`src/sv/mlfd_pkg.sv`:
```
package mlfd_pkg;

  localparam int unsigned HEADER_BYTES = 8;
  localparam int unsigned MAGIC_BYTES  = 4;

  typedef enum logic {
    OP_PUSH = 1'b0,
    OP_PULL = 1'b1
  } op_e;

  typedef struct packed {
    op_e        op;
    logic [7:0] data;
  } item_t;

  localparam logic [2:0] STS_NONE      = 3'd0;
  localparam logic [2:0] STS_PAYLOAD   = 3'd1;
  localparam logic [2:0] STS_RESYNC    = 3'd2;
  localparam logic [2:0] STS_FLUSHED   = 3'd3;
  localparam logic [2:0] STS_PUSHED    = 3'd4;
  localparam logic [2:0] STS_PUSH_DROP = 3'd5;
  localparam logic [2:0] STS_EMPTY     = 3'd6;

  typedef struct packed {
    logic [2:0]  status;
    logic [7:0]  payload_byte;
    logic        last;
    logic [15:0] frame_length;
  } result_t;

  typedef struct packed {
    logic [15:0] max_frame_len;
    logic [3:0]  resync_limit;
    logic [31:0] magic_word;
  } cfg_t;

  localparam logic [1:0] CFG_MAX_FRAME_LEN = 2'd0;
  localparam logic [1:0] CFG_RESYNC_LIMIT  = 2'd1;
  localparam logic [1:0] CFG_MAGIC_WORD    = 2'd2;

  localparam logic [15:0] MAX_FRAME_LEN_RST = 16'd1600;
  localparam logic [3:0]  RESYNC_LIMIT_RST  = 4'd3;
  localparam logic [31:0] MAGIC_WORD_RST    = 32'hAA55AA55;

endpackage

```
`src/sv/mlfd_front.sv`:
```
module mlfd_front (
  input  logic           clk_i,
  input  logic           rst_ni,
  input  logic           s_valid_i,
  output logic           s_ready_o,
  input  logic           action_i,
  input  logic [7:0]     data_i,
  output logic           item_valid_o,
  output mlfd_pkg::item_t item_o,
  input  logic           item_pop_i
);
  import mlfd_pkg::*;

  item_t      slot_q [2];
  logic       wr_ptr_q, wr_ptr_d;
  logic       rd_ptr_q, rd_ptr_d;
  logic [1:0] count_q, count_d;
  logic       push, pop;
  item_t      incoming;

  always_comb begin
    incoming.op   = action_i ? OP_PULL : OP_PUSH;
    incoming.data = data_i;
  end

  assign s_ready_o    = (count_q != 2'd2);
  assign item_valid_o = (count_q != 2'd0);
  assign item_o       = slot_q[rd_ptr_q];
  assign push         = s_valid_i && s_ready_o;
  assign pop          = item_pop_i && item_valid_o;

  always_comb begin
    wr_ptr_d = push ? ~wr_ptr_q : wr_ptr_q;
    rd_ptr_d = pop ? ~rd_ptr_q : rd_ptr_q;
    count_d  = count_q + 2'(push) - 2'(pop);
  end

  always_ff @(posedge clk_i) begin
    if (push) begin
      slot_q[wr_ptr_q] <= incoming;
    end
  end

  always_ff @(posedge clk_i or negedge rst_ni) begin
    if (!rst_ni) begin
      wr_ptr_q <= 1'b0;
      rd_ptr_q <= 1'b0;
      count_q  <= 2'd0;
    end else begin
      wr_ptr_q <= wr_ptr_d;
      rd_ptr_q <= rd_ptr_d;
      count_q  <= count_d;
    end
  end

endmodule

```
`config.mk`:
```
export PLATFORM = sky130hd
export DESIGN_NAME = mlfd_front
export DESIGN_NICKNAME = d
export VERILOG_FILES = /design/src/sv/mlfd_pkg.sv /design/src/sv/mlfd_front.sv
export SDC_FILE = /design/constraint.sdc
export NUM_CORES = 1
export LEC_CHECK = 0
export BUFFER_PORTS_ARGS = -buffer_cell sky130_fd_sc_hd__buf_4
export CORE_MARGIN = 10
export CORE_UTILIZATION = 52
export CTS_BUF_LIST = sky130_fd_sc_hd__clkbuf_16
export CTS_CLUSTER_SIZE = 40
export DETAILED_ROUTE_END_ITERATION = 16
export GPL_ROUTABILITY_DRIVEN = 0
export PLACE_DENSITY = 0.87
export SLEW_MARGIN = 20
export SYNTH_ARGS = -nofsm -noshare
export SYNTH_HDL_FRONTEND = slang
export SYNTH_SLANG_ARGS = --single-unit
```
`constraint.sdc`:
```
create_clock -name clk_i -period 4.2 [get_ports clk_i]
set_input_delay 0.84 -clock clk_i [delete_from_list [all_inputs] [get_ports clk_i]]
set_output_delay 0.84 -clock clk_i [all_outputs]
set_load 0.01 [all_outputs]
```
* Yosys cells after proc, flatten, opt, wreduce, memory -nomap -nowiden *
Memory sizes are Yosys's and may differ from the RTL's.
Cells that the tools add are included.

storage, ports and cells
  register bits = 4
  bits of input ports = 13
  memories kept = 1
  logic and storage cells = 15
  memory bits (writable) = 18

cells by class
  eq/ne operators = 1
  muxes and demuxes = 3
  $add $sub $neg = 2
  reduce and logical (&&, ||, !) cells = 3
  bitwise operators = 2

memories
  name    words  bits a word  read ports  clocked after memory_dff  write ports  line              source
  slot_q  2      9            1           0                         1            mlfd_front.sv:14  item_t slot_q [2];

operators with widths
  operator              number
  $mux W1               3
  $add A2 B1 Y2         1
  $logic_and A1 B1 Y1   2
  $ne A2 B2 Y1 const B  1
  $not A1 Y1            2
  $reduce_bool A2 Y1    1
  $sub A2 B1 Y2         1

* Depth between registers and ports, before layout *
Gate-level depths: netlist of the first run.

  depth in word-level cells = 4
  depth in mapped cells = 7
  gate-level depth less buffers = 7

* Worst setup path before layout of the first run *
Ideal clock, no wire load.

  path type = input -> register
  start = input port item_pop_i
  end = register count_q[1]
  cell stages on the path = 6
  arrival = 1673 ps
  slack = 2405 ps
  buffers on the path = 0
  path through = and2_4 -> ha_1 -> inv_1 -> ha_1 -> xnor2_1 -> xnor2_1

on the way
  word-level cells in the longest chain between the ends = 2

RTL lines
  what                  line              source
  start, declared       mlfd_front.sv:10  input logic item_pop_i
  $logic_and A1 B1 Y1   mlfd_front.sv:30  assign pop = item_pop_i && item_valid_o;
  $sub A2 B1 Y2         mlfd_front.sv:35  count_d = count_q + 2'(push) - 2'(pop);
  net count_d[1]        mlfd_front.sv:17  logic [1:0] count_q, count_d;
  end signal, assigned  mlfd_front.sv:52  count_q <= count_d;
  end, declared         mlfd_front.sv:17

The timed path passes the listed nets, and every way through them passes these cells.
A chain may end at the register's enable or synchronous reset.

==> impl_metrics.tcl, run 1 <==
set metrics [dict create \
    start_util 0.555 \
    worst_pin_slew_ns 0.759 \
    layout_common_cells "buf_4 (23), edfxtp_1 (18), mux2_1 (9)" \
    startpoint "rd_ptr_q" \
    drv_slew 0 \
    antenna_found_initial 0 \
    core_area_sq_um 1520 \
    seq_area_frac_synth 0.757 \
    end_kind "primary output" \
    place_area_sq_um 1030 \
    rows 14 \
    vias 447 \
    crit_required_ns 3.36 \
    numCtsBuffers 3 \
    critical_path_peak_fanout 10 \
    io_buffers 23 \
    avgSynthCellArea_sq_um 18.8 \
    leakagePower_nw 0.453 \
    cts_tree "done" \
    slowest_stage "dfrtp_1" \
    finalInstanceArea_sq_um 1110 \
    r2r-start "count_q[1]" \
    clkTransAtPathRegs_ns 0.05 \
    drc 0 \
    area_delta_synth_final_pct 31.5 \
    final_common_cell "buf_4" \
    cts_resized 0 \
    ys_seq_elements 22 \
    setup_violations 0 \
    fin_crit_sh 0.526 \
    start_kind "flip-flop" \
    timing.rr.end "count_q[1]" \
    fin_nets 87 \
    period_minus_slack_ns 2.21 \
    crit_path_cell_trace "mux2_1, buf_4" \
    postSynthCellCount 45 \
    critPathMaxStageDelay_ns 0.60 \
    rsz0062_at_grt "false" \
    hold_viol 0 \
    io_pins 24 \
    path_class "reg2out" \
    clk_latency_ns 0.25 \
    p_per_area_nw_per_um2 704 \
    fmax_mhz 453 \
    first_pass_iters 4 \
    die_area_sq_um 3640 \
    ant_nets 0 \
    postCtsHoldBufs 0 \
    syn-num-nets 60 \
    cts-root-buf "clkbuf_16" \
    grt_overflow 0 \
    r2r_cells 7 \
    wire_per_inst_um 16.5 \
    drt-initial-drc-count 6 \
    arrival_ns 1.37 \
    layout-drive-gt1-share 0.380 \
    grtUsageTotal 0.0810 \
    place_hpwl_mm 1.07 \
    fin_worst_skew_ns 0.00126 \
    rrSetupSlack_ns 2.50 \
    finalPower_uw 783 \
    drv_cap 0 \
    clockBufferDepth 2 \
    fin_tns_setup_ns 0 \
    clock-sinks 22 \
    floorplan.die.width_um 60.3 \
    synth_area_sq_um 846 \
    grt_first_pass_wirelength_mm 2.19 \
    antennaDiodeCount 0 \
    peakVddDrop_uv 420 \
    htreeDepth 1 \
    wl_mm 1.43 \
    grt_pass1_vias 466 \
    synth_warnings 0 \
    cts_setup_buffers 0 \
    drt-vias-per-instance 5.14 \
    relSlewSlack 0.492 \
    grt_max_degree 13 \
    fillers 104 \
    outcome "completed" \
    die_h_um 60.3 \
    netlist-cell-type-count 14 \
    hold_path.class "in2async" \
]
==> Yosys cell counts (all sizes together) <==
| cell | number | area share |
|---|---|---|
| and3 | 1 | 0.0074 |
| nand2b | 1 | 0.0074 |
| or2 | 1 | 0.0074 |
| nand2 | 1 | 0.0044 |
| inv | 1 | 0.0044 |
| ha | 2 | 0.030 |
| mux2 | 9 | 0.12 |
| xnor2 | 3 | 0.031 |
| dfrtp | 4 | 0.12 |
| and2 | 1 | 0.010 |
| edfxtp | 18 | 0.64 |
| buf | 1 | 0.0059 |
| xor2 | 1 | 0.010 |
| nor2 | 1 | 0.0044 |
==> area by class of cell <==
| cell class | count | area, sq um | share of cell area |
|---|---|---|---|
| Clock buffer | 3 | 75.1 | 0.0675 |
| Clock inverter | 1 | 3.75 | 0.00337 |
| Tap cell | 16 | 20.0 | 0.0180 |
| Sequential cell | 22 | 641 | 0.576 |
| Inverter | 1 | 3.75 | 0.00337 |
| Multi-Input combinational cell | 21 | 196 | 0.177 |
| Timing Repair Buffer | 23 | 173 | 0.155 |
==> metrics by stage <==
step	cells	hold slack (ns)	worst slack, ns	util
2_1_floorplan	45	0.461	2.40	-
3_3_place_gp	83	0.476	2.20	0.678
3_5_place_dp	83	0.485	2.18	0.678
4_1_cts	87	0.373	1.97	0.730
5_1_grt	87	0.377	1.93	0.730
6_report	87	0.375	1.99	0.730
==> flip-flops by register name, summed over array words and instances (netlist names) <==
name,flops
slot_q,18
count_q,2
rd_ptr_q,1
wr_ptr_q,1
==> metal layers <==
layer / up-vias / track usage / share of wire
met5: - / 0 / 0
met4: 0 / 0.0385 / 0.013
met3: 2 / 0.0397 / 0.10
met2: 17 / 0.129 / 0.48
met1: 210 / 0.0883 / 0.40
li1: 218 / - / -
==> power breakdown <==
part           leakage, nW  internal [mW]  switching (mW)  total [mW]
Clock               0.0423          0.127          0.0664       0.193
Combinational        0.197          0.133           0.113       0.246
Sequential           0.214          0.306          0.0379       0.343
==> worst max path at each step <==
stage                   end
6_report          item_o[2]
5_1_grt           item_o[5]
4_1_cts           item_o[2]
3_5_place_dp   slot_q[0][8]
3_3_place_gp   slot_q[0][8]
2_1_floorplan    count_q[1]
==> critical path: cells and delay by family (launching register included) <==
kind     cells  cell delay, ns
mux          1            0.37
flops        1            0.60
buf+inv      1            0.15
==> cell families after synthesis <==
group         after synthesis  share of synthesized area
fa+ha+maj                   2                     0.0296
buf+inv                     2                     0.0103
mux                         9                      0.120
simple gates                6                     0.0414
xor+xnor                    4                     0.0414
flops                      22                      0.757
Note: power is estimated with default switching activity, not from simulation.
==> run 2: changes to the inputs <==
--- a/config.mk
+++ b/config.mk
@@ -7,12 +7,12 @@
 export LEC_CHECK = 0
 export BUFFER_PORTS_ARGS = -buffer_cell sky130_fd_sc_hd__buf_4
 export CORE_MARGIN = 10
-export CORE_UTILIZATION = 52
+export CORE_UTILIZATION = 49
 export CTS_BUF_LIST = sky130_fd_sc_hd__clkbuf_16
 export CTS_CLUSTER_SIZE = 40
 export DETAILED_ROUTE_END_ITERATION = 16
 export GPL_ROUTABILITY_DRIVEN = 0
-export PLACE_DENSITY = 0.87
+export PLACE_DENSITY = 0.83
 export SLEW_MARGIN = 20
 export SYNTH_ARGS = -nofsm -noshare
 export SYNTH_HDL_FRONTEND = slang
==> constraint.sdc (replaced) <==
create_clock -name clk_i -period 2.3 [get_ports clk_i]
set_input_delay 0.46 -clock clk_i [delete_from_list [all_inputs] [get_ports clk_i]]
set_output_delay 0.46 -clock clk_i [all_outputs]
set_load 0.01 [all_outputs]
==> impl_metrics.tcl, run 2 (synthesized netlist as in run 1, its figures left out) <==
set metrics [dict create \
    drv_slew 0 \
    area_delta_synth_final_pct 33.6 \
    cts_resized 0 \
    fin_worst_skew_ns 0.00159 \
    floorplan.die.width_um 61.5 \
    postCtsHoldBufs 1 \
    p_clk_frac 0.244 \
    numCtsBuffers 3 \
    rsz0062_at_grt "false" \
    drt-vias-per-instance 5.11 \
    clk_latency_ns 0.25 \
    startpoint "rd_ptr_q" \
    fin_tns_setup_ns 0 \
    setup_violations 0 \
    endpoint "item_o[5]" \
    arrival_ns 1.37 \
    htreeDepth 1 \
    clockBufferDepth 2 \
    critical_path_peak_fanout 10 \
    regArea_sq_um 641 \
    p_seq_frac 0.433 \
    grt_pass1_vias 502 \
    timing.rr.end "count_q[1]" \
    crit_required_ns 1.84 \
    end_kind "primary output" \
    cts_tree "done" \
    drc 0 \
    p_sw_uw 402 \
    final_cells 89 \
    r2r_cells 7 \
    path_class "reg2out" \
    peakVddDrop_uv 932 \
    worst_pin_slew_ns 0.422 \
    antennaDiodeCount 0 \
    grt_max_degree 13 \
    largest_reg_flops 18 \
    sw_frac_of_total 0.279 \
    grt_overflow 0 \
    layout_common_cells "buf_4 (24), edfxtp_1 (18), mux2_1 (9)" \
    clkTransAtPathRegs_ns 0.05 \
    start_util 0.537 \
    die_area_sq_um 3790 \
    clock-sinks 22 \
    hold_path.class "in2reg" \
    grt_first_pass_wirelength_mm 2.17 \
    drv_cap 0 \
    wire_per_inst_um 16.1 \
    cts-root-buf "clkbuf_16" \
    first_pass_iters 3 \
    largest-register "slot_q" \
    ant_nets 0 \
    holdWs_ns 0.394 \
    period_minus_slack_ns 1.83 \
    rrSetupSlack_ns 0.56 \
    io_pins 24 \
    top_regs "slot_q x18, count_q x2" \
    fin_nets 89 \
    core_area_sq_um 1580 \
    relSlewSlack 0.719 \
    layout-drive-gt1-share 0.384 \
    wl_mm 1.43 \
    die_h_um 61.5 \
    outcome "completed" \
    finalPower_mw 1.44 \
    pwr-share-comb 0.323 \
    grtUsageTotal 0.0793 \
    antenna_found_initial 0 \
    vias 455 \
    hold_viol 0 \
    leakagePower_nw 0.462 \
    internal_power_mw 1.04 \
    cts_setup_buffers 0 \
    start_kind "flip-flop" \
    final_common_cell "buf_4" \
    r2r-start "count_q[1]" \
    rows 14 \
    fin_crit_sh 0.795 \
    drt-initial-drc-count 10 \
    fillers 117 \
    placed_cells 84 \
    io_buffers 23 \
    fmax_mhz 547 \
    multiInputGateArea_sq_um 196 \
    p_per_area_nw_per_um2 1280 \
]
-- run 2: power groups by stage --
stage	Sequential [mW]	Combinational (mW)	Clock (mW)
6_report	0.625	0.465	0.353
5_1_grt	0.639	0.509	0.378
4_1_cts	0.626	0.478	0.355
3_5_place_dp	0.633	0.472	0
3_3_place_gp	0.630	0.454	0
2_1_floorplan	0.591	0.294	0
-- run 2: layout make-up --
class                      instances  area share
timing repair buffer              25       0.168
clock buffer                       3      0.0664
multi-input combinational         21       0.174
clock inverter                     1     0.00332
inverter                           1     0.00332
tap                               16      0.0177
sequential                        22       0.567
-- run 2: worst max-delay path, stage by stage (launching register included) --
cell and delay (ns):
dfrtp_1 0.60, mux2_1 0.37, buf_4 0.15
-- run 2: how the worst min path moves through the flow --
| stage | from | to | slack [ns] | cells after the start |
|---|---|---|---|---|
| 2_1_floorplan | rst_ni | count_q[0] | 0.16 | 0 |
| 3_3_place_gp | rst_ni | wr_ptr_q | 0.26 | 1 |
| 3_5_place_dp | rst_ni | wr_ptr_q | 0.26 | 1 |
| 4_1_cts | action_i | slot_q[1][8] | 0.39 | 1 |
| 5_1_grt | action_i | slot_q[1][8] | 0.39 | 1 |
| 6_report | action_i | slot_q[1][8] | 0.39 | 1 |
-- run 2: stage by stage --
stage | worst slack, ns | instance area, sq um | utilization
global placement | 0.677 | 1040 | 0.660
finish | 0.472 | 1130 | 0.717
CTS | 0.457 | 1130 | 0.717
global route | 0.404 | 1130 | 0.717
floorplan | 0.641 | 846 | -
detailed placement | 0.570 | 1040 | 0.660
-- run 2: metal layers --
metal | vias to the layer above | wire length [um] | global-route usage
li1 | 218 | - | -
met1 | 217 | 575 | 0.0820
met2 | 18 | 718 | 0.132
met3 | 2 | 119 | 0.0391
met4 | 0 | 20 | 0.0382
met5 | - | 0 | 0
